`src/rtl/tkv_pkg.sv`:
```
`timescale 1ns / 1ps
`default_nettype none
// ----------------------------------------------------------------------------
// Tagged key/value store package
// Shared sizes, operation codes and controller/datapath interface types.
// ----------------------------------------------------------------------------
package tkv_pkg;

   // Store geometry.
   localparam int ENTRIES        = 8;
   localparam int TAGS_PER_ENTRY = 2;

   // Derived widths.
   localparam int IDX_W   = (ENTRIES > 1) ? $clog2(ENTRIES) : 1;
   localparam int CNT_W   = $clog2(ENTRIES + 1);
   localparam int CAP_W   = 4;
   localparam int CMP_W   = (CNT_W > CAP_W) ? CNT_W : CAP_W;
   localparam int LIVE_W  = 4;
   localparam int WORD_W  = 32;

   // Capacity after reset.
   localparam logic [CAP_W-1:0] CAPACITY_RESET = CAP_W'(8);

   // Request operations.
   typedef enum logic [1:0] {
      OP_ADD    = 2'd0,
      OP_GET    = 2'd1,
      OP_REMOVE = 2'd2,
      OP_CLEAR  = 2'd3
   } op_type;

   // Commands from the controller to the datapath.
   typedef struct packed {
      logic capture;
      logic execute;
   } cmd_type;

   // Status from the datapath to the controller.
   typedef struct packed {
      logic out_free;
   } status_type;

endpackage : tkv_pkg
`default_nettype wire

```
`src/rtl/tagged_key_value_store.sv`:
```
`timescale 1ns / 1ps
`default_nettype none
// ----------------------------------------------------------------------------
// Tagged key/value store
// Eight-entry key/value store with per-entry tags: add, get, remove by tag
// and clear, each request giving one result with the live entry count.
//
// Usage:
//   The request channel (req_valid / req_stall) carries an operation with key,
//   value, tags and query tag. The result channel (rsp_valid / rsp_stall)
//   returns success, the found value and the live count, one per request.
//   The capacity register is written over csr_valid / csr_ready (always
//   ready); it resets to eight. The user writes it only while the block is
//   idle; the block itself does not enforce this. A request is captured
//   while the capture/execute sequencer is idle and executed once the result
//   register can take it: all entries are compared in parallel and the
//   result register is loaded. No new request is taken until it has executed.
//   A new request is taken while an earlier result still waits in the result
//   register. If the receiver stalls, execution waits for that register to
//   free up and req_stall stays high meanwhile.
//   Synchronous reset empties the store, zeroes the count and drops any
//   pending result.
// ----------------------------------------------------------------------------
module tagged_key_value_store
   import tkv_pkg::*;
(
   input  wire logic                     clock,
   input  wire logic                     reset,
   input  wire logic                     req_valid,
   output logic                          req_stall,
   input  wire logic [1:0]               req_operation,
   input  wire logic signed [WORD_W-1:0] req_key,
   input  wire logic signed [WORD_W-1:0] req_value,
   input  wire logic [1:0]               req_tag_count,
   input  wire logic signed [WORD_W-1:0] req_first_tag,
   input  wire logic signed [WORD_W-1:0] req_second_tag,
   input  wire logic signed [WORD_W-1:0] req_query_tag,
   output logic                          rsp_valid,
   input  wire logic                     rsp_stall,
   output logic                          rsp_success,
   output logic signed [WORD_W-1:0]      rsp_found_value,
   output logic [LIVE_W-1:0]             rsp_live_count,
   input  wire logic                     csr_valid,
   output logic                          csr_ready,
   input  wire logic [CAP_W-1:0]         csr_data
);

   cmd_type    cmd;
   status_type status;

   // The capacity register takes a write in any cycle.
   assign csr_ready = 1'b1;

   // Sequencer.
   tkv_ctrl u_ctrl (
      .clock     (clock),
      .reset     (reset),
      .req_valid (req_valid),
      .req_stall (req_stall),
      .status    (status),
      .cmd       (cmd)
   );

   // Storage and compare logic.
   tkv_datapath u_datapath (
      .clock           (clock),
      .reset           (reset),
      .cmd             (cmd),
      .status          (status),
      .req_operation   (req_operation),
      .req_key         (req_key),
      .req_value       (req_value),
      .req_tag_count   (req_tag_count),
      .req_first_tag   (req_first_tag),
      .req_second_tag  (req_second_tag),
      .req_query_tag   (req_query_tag),
      .csr_valid       (csr_valid),
      .csr_data        (csr_data),
      .rsp_valid       (rsp_valid),
      .rsp_stall       (rsp_stall),
      .rsp_success     (rsp_success),
      .rsp_found_value (rsp_found_value),
      .rsp_live_count  (rsp_live_count)
   );

endmodule : tagged_key_value_store
`default_nettype wire

```
`src/rtl/tkv_ctrl.sv`:
```
`timescale 1ns / 1ps
`default_nettype none
// ----------------------------------------------------------------------------
// Tagged key/value store controller
// Two-state sequencer: take a request, then execute it once the result
// register can accept the outcome.
// ----------------------------------------------------------------------------
module tkv_ctrl
   import tkv_pkg::*;
(
   input  wire logic       clock,
   input  wire logic       reset,
   input  wire logic       req_valid,
   output logic            req_stall,
   input  wire status_type status,
   output cmd_type         cmd
);

   typedef enum logic [1:0] {
      ST_IDLE = 2'b01,
      ST_EXEC = 2'b10
   } state_type;

   state_type state_ff;
   state_type state_in;

   // Requests are taken only while idle.
   assign req_stall = (state_ff != ST_IDLE);

   // Next state and commands.
   always_comb begin
      state_in    = state_ff;
      cmd.capture = 1'b0;
      cmd.execute = 1'b0;
      case (state_ff)
         ST_IDLE: begin
            if (req_valid) begin
               cmd.capture = 1'b1;
               state_in    = ST_EXEC;
            end
         end
         ST_EXEC: begin
            if (status.out_free) begin
               cmd.execute = 1'b1;
               state_in    = ST_IDLE;
            end
         end
         default: begin
            state_in = ST_IDLE;
         end
      endcase
   end

   // State register.
   always_ff @(posedge clock) begin
      if (reset) begin
         state_ff <= ST_IDLE;
      end else begin
         state_ff <= state_in;
      end
   end

endmodule : tkv_ctrl
`default_nettype wire

```
`src/rtl/tkv_datapath.sv`:
```
`timescale 1ns / 1ps
`default_nettype none
// ----------------------------------------------------------------------------
// Tagged key/value store datapath
// Request register, entry storage with parallel key and tag compare,
// free-slot encoder, occupancy, capacity register and result register.
// ----------------------------------------------------------------------------
module tkv_datapath
   import tkv_pkg::*;
(
   input  wire logic                     clock,
   input  wire logic                     reset,
   input  wire cmd_type                  cmd,
   output status_type                    status,
   input  wire logic [1:0]               req_operation,
   input  wire logic signed [WORD_W-1:0] req_key,
   input  wire logic signed [WORD_W-1:0] req_value,
   input  wire logic [1:0]               req_tag_count,
   input  wire logic signed [WORD_W-1:0] req_first_tag,
   input  wire logic signed [WORD_W-1:0] req_second_tag,
   input  wire logic signed [WORD_W-1:0] req_query_tag,
   input  wire logic                     csr_valid,
   input  wire logic [CAP_W-1:0]         csr_data,
   output logic                          rsp_valid,
   input  wire logic                     rsp_stall,
   output logic                          rsp_success,
   output logic signed [WORD_W-1:0]      rsp_found_value,
   output logic [LIVE_W-1:0]             rsp_live_count
);

   // Captured request.
   op_type             op_ff;
   logic [WORD_W-1:0]  key_ff;
   logic [WORD_W-1:0]  value_ff;
   logic [1:0]         tag_count_ff;
   logic [WORD_W-1:0]  first_tag_ff;
   logic [WORD_W-1:0]  second_tag_ff;
   logic [WORD_W-1:0]  query_tag_ff;

   // Entry storage.
   logic [ENTRIES-1:0] live_ff;
   logic [ENTRIES-1:0] live_in;
   logic [WORD_W-1:0]  slot_key_ff   [ENTRIES];
   logic [WORD_W-1:0]  slot_value_ff [ENTRIES];
   logic [WORD_W-1:0]  slot_tag_ff   [ENTRIES][TAGS_PER_ENTRY];
   logic               tag_used_ff   [ENTRIES][TAGS_PER_ENTRY];
   logic [CNT_W-1:0]   occupancy_ff;
   logic [CNT_W-1:0]   occupancy_in;
   logic [CAP_W-1:0]   capacity_ff;

   // Result register.
   logic               rsp_valid_ff;
   logic               rsp_valid_in;
   logic               success_ff;
   logic               success_in;
   logic [WORD_W-1:0]  found_value_ff;
   logic [WORD_W-1:0]  found_value_in;

   // Compare results.
   logic [ENTRIES-1:0] key_hit;
   logic [ENTRIES-1:0] tag_hit;
   logic               any_key;
   logic               any_free;
   logic [IDX_W-1:0]   key_idx;
   logic [IDX_W-1:0]   free_idx;
   logic [CNT_W-1:0]   removed;
   logic               add_ok;
   logic               write_slot;
   logic               new_used     [TAGS_PER_ENTRY];
   logic [WORD_W-1:0]  new_tag      [TAGS_PER_ENTRY];

   // The result register frees up when empty or when taken this cycle.
   assign status.out_free = !rsp_valid_ff || !rsp_stall;

   // Parallel key and tag compare over the live entries.
   always_comb begin
      for (int i = 0; i < ENTRIES; i++) begin
         key_hit[i] = live_ff[i] && (slot_key_ff[i] == key_ff);
         tag_hit[i] = 1'b0;
         for (int j = 0; j < TAGS_PER_ENTRY; j++) begin
            if (tag_used_ff[i][j] && (slot_tag_ff[i][j] == query_tag_ff)) begin
               tag_hit[i] = 1'b1;
            end
         end
         tag_hit[i] = tag_hit[i] && live_ff[i];
      end
   end

   // Lowest matching key and lowest free slot, plus the removal count.
   always_comb begin
      any_key  = 1'b0;
      any_free = 1'b0;
      key_idx  = '0;
      free_idx = '0;
      removed  = '0;
      for (int i = ENTRIES - 1; i >= 0; i--) begin
         if (key_hit[i]) begin
            any_key = 1'b1;
            key_idx = IDX_W'(i);
         end
         if (!live_ff[i]) begin
            any_free = 1'b1;
            free_idx = IDX_W'(i);
         end
      end
      for (int i = 0; i < ENTRIES; i++) begin
         removed = removed + CNT_W'(tag_hit[i]);
      end
   end

   // Tags of a new entry; a second tag equal to the first is dropped.
   always_comb begin
      for (int j = 0; j < TAGS_PER_ENTRY; j++) begin
         new_used[j] = 1'b0;
         new_tag[j]  = '0;
         if (j == 0) begin
            new_used[j] = (tag_count_ff != 2'd0);
            new_tag[j]  = first_tag_ff;
         end else if (j == 1) begin
            new_used[j] = tag_count_ff[1] && (second_tag_ff != first_tag_ff);
            new_tag[j]  = second_tag_ff;
         end
      end
   end

   assign add_ok = (CMP_W'(occupancy_ff) < CMP_W'(capacity_ff)) && !any_key && any_free;
   assign write_slot = cmd.execute && (op_ff == OP_ADD) && add_ok;

   // Next live bits, occupancy and result for the executed request.
   always_comb begin
      live_in        = live_ff;
      occupancy_in   = occupancy_ff;
      success_in     = 1'b1;
      found_value_in = '0;
      case (op_ff)
         OP_ADD: begin
            success_in = add_ok;
            if (add_ok) begin
               live_in[free_idx] = 1'b1;
               occupancy_in      = occupancy_ff + CNT_W'(1);
            end
         end
         OP_GET: begin
            success_in = any_key;
            if (any_key) begin
               found_value_in = slot_value_ff[key_idx];
            end
         end
         OP_REMOVE: begin
            live_in      = live_ff & ~tag_hit;
            occupancy_in = occupancy_ff - removed;
         end
         OP_CLEAR: begin
            live_in      = '0;
            occupancy_in = '0;
         end
         default: begin
            live_in = live_ff;
         end
      endcase
   end

   // Result valid holds until the receiver takes it.
   always_comb begin
      rsp_valid_in = rsp_valid_ff;
      if (cmd.execute) begin
         rsp_valid_in = 1'b1;
      end else if (!rsp_stall) begin
         rsp_valid_in = 1'b0;
      end
   end

   // Control state: live bits, occupancy, capacity, result valid.
   always_ff @(posedge clock) begin
      if (reset) begin
         live_ff      <= '0;
         occupancy_ff <= '0;
         capacity_ff  <= CAPACITY_RESET;
         rsp_valid_ff <= 1'b0;
      end else begin
         rsp_valid_ff <= rsp_valid_in;
         if (cmd.execute) begin
            live_ff      <= live_in;
            occupancy_ff <= occupancy_in;
         end
         if (csr_valid) begin
            capacity_ff <= csr_data;
         end
      end
   end

   // Payload registers: request, entries and result.
   always_ff @(posedge clock) begin
      if (cmd.capture) begin
         op_ff         <= op_type'(req_operation);
         key_ff        <= req_key;
         value_ff      <= req_value;
         tag_count_ff  <= req_tag_count;
         first_tag_ff  <= req_first_tag;
         second_tag_ff <= req_second_tag;
         query_tag_ff  <= req_query_tag;
      end
      if (write_slot) begin
         slot_key_ff[free_idx]   <= key_ff;
         slot_value_ff[free_idx] <= value_ff;
         for (int j = 0; j < TAGS_PER_ENTRY; j++) begin
            slot_tag_ff[free_idx][j] <= new_tag[j];
            tag_used_ff[free_idx][j] <= new_used[j];
         end
      end
      if (cmd.execute) begin
         success_ff     <= success_in;
         found_value_ff <= found_value_in;
      end
   end

   // Result outputs.
   logic [LIVE_W-1:0] live_count_ff;

   always_ff @(posedge clock) begin
      if (cmd.execute) begin
         live_count_ff <= LIVE_W'(occupancy_in);
      end
   end

   assign rsp_valid       = rsp_valid_ff;
   assign rsp_success     = success_ff;
   assign rsp_found_value = found_value_ff;
   assign rsp_live_count  = live_count_ff;

endmodule : tkv_datapath
`default_nettype wire

```
`config.mk`:
```
export PLATFORM = sky130hd
export DESIGN_NAME = tagged_key_value_store
export DESIGN_NICKNAME = d
export VERILOG_FILES = /design/src/rtl/tkv_pkg.sv /design/src/rtl/tagged_key_value_store.sv /design/src/rtl/tkv_ctrl.sv /design/src/rtl/tkv_datapath.sv
export SDC_FILE = /design/constraint.sdc
export NUM_CORES = 2
export LEC_CHECK = 0
export BUFFER_PORTS_ARGS = -buffer_cell sky130_fd_sc_hd__buf_4
export CORE_MARGIN = 2
export CORE_UTILIZATION = 55
export DETAILED_ROUTE_END_ITERATION = 10
export PLACE_DENSITY = 0.72
export SYNTH_ARGS = -nofsm -noshare
export SYNTH_HDL_FRONTEND = slang
export SYNTH_SLANG_ARGS = --single-unit
```
`constraint.sdc`:
```
create_clock -name clock -period 19.6 [get_ports clock]
set_clock_uncertainty 0.1 [all_clocks]
set_input_delay 0.98 -clock clock [delete_from_list [all_inputs] [get_ports clock]]
set_output_delay 0.98 -clock clock [all_outputs]
set_load 0.02 [all_outputs]
```
### Word-level counts from Yosys, hierarchy flattened

Memories as Yosys holds them, arrays and structs flattened. A register that Yosys moved wholly into a read port is not among the register bits.
Index checks and enable logic that the tools add are counted.

* bits of input ports: 173
* logic and storage cells: 183
* output and inout bits: 40
* bits in registers: 188
* memory bits (writable): 1040
* memories: 4

Memories
* u_datapath.slot_tag_ff: depth 8, width 64, rd ports 8, clocked after Yosys merged registers in 0, wr ports 1, RTL line tkv_datapath.sv:45 `logic [WORD_W-1:0] slot_tag_ff [ENTRIES][TAGS_PER_ENTRY];`
* u_datapath.slot_key_ff: depth 8, width 32, rd ports 8, clocked after Yosys merged registers in 0, wr ports 1, RTL line tkv_datapath.sv:43 `logic [WORD_W-1:0] slot_key_ff [ENTRIES];`
* u_datapath.slot_value_ff: depth 8, width 32, rd ports 1, clocked after Yosys merged registers in 1, wr ports 1, RTL line tkv_datapath.sv:44 `logic [WORD_W-1:0] slot_value_ff [ENTRIES];`
* u_datapath.tag_used_ff: depth 8, width 2, rd ports 8, clocked after Yosys merged registers in 0, wr ports 1, RTL line tkv_datapath.sv:46 `logic tag_used_ff [ENTRIES][TAGS_PER_ENTRY];`

* equality and inequality tests: 35
* order comparisons: 3
* mux-type cells: 66
* add/sub/neg operators: 9
* bitwise gates (word level): 3
* reduce and logical (&&, ||, !) cells: 49

Operator list (number)
* 32-bit equality test: 24
* 3-bit 2-to-1 mux: 16
* 1-bit 2-to-1 mux: 41
* 1-bit logical AND: 38
* 32-bit inequality test: 1
* 4-bit by 1-bit adder with 4-bit output: 6
* 8-bit one-hot mux with 3 select lines: 1
* 4-bit one-hot mux with 3 select lines: 1
* 8-bit bitwise AND: 1
* 8-bit 2-to-1 mux: 1
* 8-bit NOT: 1
* 8-bit OR: 1
* 2-bit equality test, second input constant: 3
* 2-bit by 1-bit inequality test with 1-bit output, second input constant: 3
* 4-bit by 1-bit adder with 4-bit output, second input constant: 1
* 2-bit by 1-bit equality test with 1-bit output, second input constant: 2
* 1-bit zero test: 4
* 3-bit by 4-bit less-than comparator with 1-bit output, second input constant: 1
* 4-bit less-than comparator: 1
* 2-bit 2-to-1 mux: 2
* 4-bit 2-to-1 mux: 1
* 2-bit inequality test, second input constant: 2
* 2-bit one-hot mux with 2 select lines: 1
* 2-bit AND reduction: 2
* 10 further kinds: 10

### Longest topological paths before layout

An unclocked memory read counts as a cell.

* depth after elaboration: 17
* depth in mapped cells: 21
* mapped depth without buffers: 19

### Hierarchy

A second synthesis with hierarchy kept.

* cells, all modules: 3165
* area total of the unflattened synthesis: 51922.3 um2

By module, submodules not included
* tkv_datapath: cells each 3154, instances 1, area an instance 51815.9 um2, sequential area each 37606.1 um2
* tkv_ctrl: cells each 9, instances 1, area an instance 95.1 um2, sequential area each 40.0 um2
* tagged_key_value_store: cells each 2, instances 1, area an instance 11.3 um2, sequential area each 0.0 um2

### Worst setup path before layout

Ideal clock, no wire load.

* path type: reg2reg
* start point: reg u_datapath.key_ff[21]
* end point: mem u_datapath.slot_key_ff[0][0], enable pin
* clock period less this slack: 8.397 ns
* setup slack: 11.203 ns
* arrival time: 7.676 ns
* data required time: 18.878 ns
* path buffers: 2
* stages on the path, launching flop included: 11
* library setup time: 0.622 ns
* cell sequence: edfxtp_1 > buf_2 > xor2_1 > nor4_1 > nand4_1 > nor4_4 > nor4b_2 > and3_1 > buf_2 > nand2_1 > nor2_1

* word-level cells in the longest chain between the ends: 16
* elaborated cells on any way between the ends: 30
* classes of those cells: eq/ne: 8; mux: 10; reduce/logical: 12

Ends and longest elaborated chain
* from (decl): RTL line tkv_datapath.sv:33 `logic [WORD_W-1:0] key_ff;`
* from (signal assigned): RTL line tkv_datapath.sv:196 `key_ff <= req_key;`
* 32-bit equality test: RTL line tkv_datapath.sv:78 `key_hit[i] = live_ff[i] && (slot_key_ff[i] == key_ff);`
* 1-bit logical AND: RTL line tkv_datapath.sv:78
* 1-bit 2-to-1 mux (7 in a row): RTL line tkv_datapath.sv:97 `if (key_hit[i]) begin`
* 1-bit 2-to-1 mux *: RTL line tkv_datapath.sv:97
* 1-bit zero test *: RTL line tkv_datapath.sv:126 `assign add_ok = (CMP_W'(occupancy_ff) < CMP_W'(capacity_ff)) && !any_key && any_free;`
* 1-bit logical AND * (2 in a row): RTL line tkv_datapath.sv:126
* 1-bit logical AND *: RTL line tkv_datapath.sv:127 `assign write_slot = cmd.execute && (op_ff == OP_ADD) && add_ok;`
* 1-bit 2-to-1 mux *: RTL line tkv_datapath.sv:203 `if (write_slot) begin`
* 1-bit 2-to-1 mux (not written as such) *: RTL line tkv_datapath.sv:204 `slot_key_ff[free_idx] <= key_ff;`
* to (decl): RTL line tkv_datapath.sv:43

Every way passes the cells marked *; elsewhere a longest branch is shown, timed or not.

### Final worst setup path

* start point: reg u_datapath.query_tag_ff[18]
* end point: reg u_datapath.occupancy_ff[1]

* word-level cells in the longest chain between the ends: 14
* elaborated cells on any way between the ends: 65
* classes of those cells: add/sub: 8; eq/ne: 16; mux: 17; reduce/logical: 24

Ends and longest elaborated chain
* from (decl): RTL line tkv_datapath.sv:38 `logic [WORD_W-1:0] query_tag_ff;`
* from (signal assigned): RTL line tkv_datapath.sv:201 `query_tag_ff <= req_query_tag;`
* 32-bit equality test: RTL line tkv_datapath.sv:81 `if (tag_used_ff[i][j] && (slot_tag_ff[i][j] == query_tag_ff)) begin`
* 1-bit logical AND: RTL line tkv_datapath.sv:81
* 1-bit 2-to-1 mux (2 in a row): RTL line tkv_datapath.sv:81
* 1-bit logical AND: RTL line tkv_datapath.sv:85 `tag_hit[i] = tag_hit[i] && live_ff[i];`
* 1-bit by 1-bit adder with 2-bit output: RTL line tkv_datapath.sv:107 `removed = removed + CNT_W'(tag_hit[i]);`
* 4-bit by 1-bit adder with 4-bit output (5 in a row): RTL line tkv_datapath.sv:107
* 4-bit by 1-bit adder with 4-bit output *: RTL line tkv_datapath.sv:107
* 4-bit subtractor *: RTL line tkv_datapath.sv:151 `occupancy_in = occupancy_ff - removed;`
* 4-bit one-hot mux with 3 select lines *: RTL line tkv_datapath.sv:135 `case (op_ff)`
* to (signal assigned): RTL line tkv_datapath.sv:184 `occupancy_ff <= occupancy_in;`
* to (decl): RTL line tkv_datapath.sv:47 `logic [CNT_W-1:0] occupancy_ff;`

Marks and branches as above.
A chain may end at the register's enable or synchronous reset.

==> impl_metrics.prom <==
# TYPE chip_impl_metric gauge
chip_impl_info{name="status",value="completed"} 1
chip_impl_metric{name="grt.overflow.total",unit=""} 0
chip_impl_metric{name="worst-path-max-fanout",unit=""} 16
chip_impl_metric{name="die_h",unit="µm"} 311.0
chip_impl_metric{name="syn_to_final_growth",unit="%"} 14.41
chip_impl_metric{name="antenna_found_initial",unit=""} 6
chip_impl_metric{name="std_cell_rows",unit=""} 112
chip_impl_metric{name="floorplan.initialDensity",unit="%"} 55.53
chip_impl_metric{name="setup_tns",unit="ns"} 0
chip_impl_metric{name="total_leakage_power",unit="nW"} 19.33
chip_impl_metric{name="io-pin-count",unit=""} 213
chip_impl_metric{name="synthCells",unit=""} 3169
chip_impl_metric{name="synth_seq_area_share",unit="%"} 72.64
chip_impl_metric{name="postRouteWirelength",unit="µm"} 149200
chip_impl_metric{name="cts_hold_buffers",unit=""} 0
chip_impl_metric{name="clock_sink_count",unit=""} 1260
chip_impl_metric{name="grt_first_pass_wirelength",unit="µm"} 214300
chip_impl_metric{name="register_area",unit="µm²"} 37650
chip_impl_metric{name="slew_viol_final",unit=""} 0
chip_impl_metric{name="drt_pass1_iterations",unit=""} 6
chip_impl_metric{name="place.detailed.hpwl",unit="µm"} 91810
chip_impl_metric{name="maxClockFrequency",unit="GHz"} 0.1479
chip_impl_metric{name="clkSlewWorstSetupHoldPaths",unit="ns"} 0.06
chip_impl_info{name="cts_root_buffer",value="sky130_fd_sc_hd__clkbuf_16"} 1
chip_impl_info{name="critical_setup_path_class",value="reg -> reg"} 1
chip_impl_metric{name="postSynthAreaPerCell",unit="µm²"} 16.35
chip_impl_metric{name="max_cap_viol_count",unit=""} 0
chip_impl_metric{name="multi_input_area",unit="µm²"} 13270
chip_impl_metric{name="maxSlewHeadroom",unit="%"} 5.543
chip_impl_metric{name="first_iter_violations",unit=""} 3582
chip_impl_info{name="critPathLaunchType",value="flop"} 1
chip_impl_info{name="mostFrequentLayoutCells",value="sky130_fd_sc_hd__edfxtp_1 (1241), sky130_fd_sc_hd__xor2_1 (429), sky130_fd_sc_hd__xnor2_1 (371), sky130_fd_sc_hd__buf_4 (316), sky130_fd_sc_hd__nor4_1 (177)"} 1
chip_impl_metric{name="async_reset_ff_share",unit="%"} 0
chip_impl_metric{name="die_area",unit="µm²"} 96700
chip_impl_metric{name="number_of_global_route_vias_before_repair",unit=""} 29820
chip_impl_metric{name="worst_path_arrival",unit="ns"} 7.30
chip_impl_metric{name="worst_path_largest_cell_delay",unit="ns"} 1.01
chip_impl_metric{name="clock_latency",unit="ns"} 0.75
chip_impl_metric{name="min_period_over_period",unit="%"} 34.50
chip_impl_metric{name="gp_routability_congestion",unit=""} 0.9202
chip_impl_info{name="min-delay-path-class",value="in -> reg"} 1
chip_impl_info{name="path_common_cell",value="sky130_fd_sc_hd__fa_1"} 1
chip_impl_metric{name="fillcell_total",unit=""} 6797
chip_impl_metric{name="fp.dieW",unit="µm"} 311.0
chip_impl_metric{name="power.density",unit="nW/µm²"} 97.15
chip_impl_metric{name="cts-buffers-inserted",unit=""} 133
chip_impl_metric{name="yosys_warn_count",unit=""} 0
chip_impl_info{name="final_common_cell",value="sky130_fd_sc_hd__edfxtp_1"} 1
chip_impl_metric{name="finalWorstPathRequiredPeriod",unit="ns"} 6.763
chip_impl_info{name="setup.worst_path.end_class",value="flop"} 1
chip_impl_metric{name="finish.net_count",unit=""} 3640
chip_impl_metric{name="pin_count_of_the_biggest_net_entering_global_routing",unit=""} 82
chip_impl_metric{name="post-route-drc-count",unit=""} 0
chip_impl_metric{name="final_antenna_net_count",unit=""} 0
chip_impl_info{name="critPathSlowestCell",value="sky130_fd_sc_hd__edfxtp_1"} 1
chip_impl_metric{name="timing.critical_path.required",unit="ns"} 20.14
chip_impl_metric{name="post_route_total_power",unit="mW"} 5.760
chip_impl_metric{name="yosys.cell_types.count",unit=""} 61
chip_impl_metric{name="drive_above_1_share",unit="%"} 15.50
chip_impl_metric{name="core",unit="µm²"} 93330
chip_impl_metric{name="post_cts_buffers",unit=""} 0
chip_impl_metric{name="timing.final.setup_violations",unit=""} 0
chip_impl_info{name="rsz0062_at_grt",value="false"} 1
chip_impl_metric{name="quantity_of_gates_resized_following_cts",unit=""} 0
chip_impl_info{name="crit_chain",value="xnor2_1 -> nand4_1 -> nor4_1 -> nand4_1 -> o22ai_1 -> nand2_1 -> fa_1 -> inv_1 -> fa_1 -> fa_1 -> fa_1 -> fa_1 -> fa_1 -> o21ai_0 -> o31ai_1 -> a221oi_1"} 1
chip_impl_info{name="synth_flop_cell",value="sky130_fd_sc_hd__edfxtp_1"} 1
chip_impl_metric{name="mappedNetlistArea",unit="µm²"} 51820
chip_impl_info{name="cts_tree",value="yes"} 1
chip_impl_metric{name="clockBufferDepth",unit=""} 3
chip_impl_metric{name="post_drt_via_cell_ratio",unit=""} 6.186
chip_impl_metric{name="route.vias.total",unit=""} 29680
chip_impl_metric{name="worst_pin_slew",unit="ns"} 1.414
chip_impl_metric{name="drt-wirelength-per-cell",unit="µm"} 31.09
chip_impl_metric{name="place.port_buffers",unit=""} 211
chip_impl_metric{name="number_of_synthesized_register_bits",unit=""} 1260
chip_impl_metric{name="syn-num-nets",unit=""} 3361
chip_impl_metric{name="ir_drop",unit="mV"} 0.08089
chip_impl_metric{name="ff2ff_setup_slack",unit="ns"} 12.84
chip_impl_metric{name="grt.total_usage",unit="%"} 30.93
chip_impl_metric{name="synth-edff-count",unit=""} 1241
chip_impl_metric{name="finalHoldViolations",unit=""} 0
chip_impl_metric{name="h-tree-depth",unit=""} 4
==> flip-flops by register name, indices dropped and copies added, names as in the netlist, 4 cells and up <==
name                        cells
u_datapath.key_ff              32
u_datapath.second_tag_ff       32
u_datapath.query_tag_ff        32
u_datapath.rsp_found_value     32
u_datapath.slot_key_ff        256
u_datapath.capacity_ff          4
u_datapath.live_ff              8
u_datapath.slot_tag_ff        512
u_datapath.rsp_live_count       4
u_datapath.first_tag_ff        32
u_datapath.occupancy_ff         4
u_datapath.tag_used_ff         16
u_datapath.value_ff            32
u_datapath.slot_value_ff      256
==> power by group <==
group	switching, mW	internal (mW)	total, mW
registers	0.0532	3.00	3.05
logic	0.183	0.0974	0.281
clock network	1.01	1.42	2.43
total	1.24	4.52	5.76
==> kinds of logic after synthesis <==
| family | count (synthesis) | synth area share [%] |
|---|---|---|
| AND/OR/NAND/NOR | 619 | 7.393 |
| adder cells (fa/ha/maj) | 19 | 0.5891 |
| multiplexers | 36 | 0.6977 |
| AO/OA/AOI/OAI | 197 | 3.254 |
| other | 1 | 0.007236 |
| XOR/XNOR | 800 | 13.52 |
| flip-flops | 1260 | 72.64 |
| buffers and inverters | 237 | 1.898 |
==> per-stage QoR <==
stage	area (µm²)	instances	utilization, %	worst slack [ns]	hold slack, ns
6_report	59290	4798	63.53	12.84	0.3065
2_1_floorplan	51820	3169	-	11.20	0.3604
3_3_place_gp	55140	4567	59.08	13.07	0.3715
4_1_cts	59290	4797	63.53	13.01	0.2719
3_5_place_dp	55140	4567	59.08	13.04	0.3897
5_1_grt	59290	4797	63.53	12.67	0.2913
==> path summary, 6_finish.rpt <==
kind / startpoint / endpoint / cells past startpoint
max: u_datapath.query_tag_ff[18] / u_datapath.occupancy_ff[1] / 16
max reg2reg: u_datapath.query_tag_ff[18] / u_datapath.occupancy_ff[1] / 16
min: req_value[30] / u_datapath.value_ff[30] / 1
min reg2reg: u_datapath.capacity_ff[2] / u_datapath.capacity_ff[2] / 2
==> cell usage after synthesis (33+ instances only) <==
cell type                     n  area share (%)
sky130_fd_sc_hd__inv_1       65            0.47
sky130_fd_sc_hd__clkbuf_1   116            0.84
sky130_fd_sc_hd__mux2i_1     35            0.68
sky130_fd_sc_hd__nor2_1      53            0.38
sky130_fd_sc_hd__edfxtp_1  1241              72
sky130_fd_sc_hd__xnor2_1    371             6.3
sky130_fd_sc_hd__nor4_1     177             2.1
sky130_fd_sc_hd__a221oi_1    33            0.56
sky130_fd_sc_hd__nor3_1      34            0.33
sky130_fd_sc_hd__nand3b_1    66            0.96
sky130_fd_sc_hd__nand3_1     40            0.39
sky130_fd_sc_hd__nand4_1    122             1.5
sky130_fd_sc_hd__nand2_1     33            0.24
sky130_fd_sc_hd__nand4b_1    41            0.69
sky130_fd_sc_hd__xor2_1     429             7.3
==> critical path, delay by kind of cell (launching register included) <==
kind | cells | cell delay, ns
AO/OA/AOI/OAI | 4 | 1.02
XOR/XNOR | 1 | 0.19
adder cells (fa/ha/maj) | 6 | 2.83
buffers and inverters | 1 | 0.06
flip-flops | 1 | 1.01
AND/OR/NAND/NOR | 4 | 1.44
==> per-layer routing <==
metal / vias up / wire length [µm] / global-route usage [%]
li1: 12600 / - / -
met1: 15190 / 57510 / 41.19
met2: 1593 / 73090 / 50.93
met3: 292 / 11670 / 4.652
met4: 4 / 6865 / 13.59
met5: - / 26 / 0
==> layout make-up <==
| type | instances | share of cell area [%] |
|---|---|---|
| Antenna cell | 1 | 0.004220 |
| Multi-Input combinational cell | 1672 | 22.38 |
| Sequential cell | 1260 | 63.49 |
| Tap cell | 1254 | 2.646 |
| Timing Repair Buffer | 316 | 4.001 |
| Clock buffer | 167 | 6.077 |
| Inverter | 65 | 0.4832 |
| Clock inverter | 63 | 0.9200 |
Power figures use the tool's default switching activity.
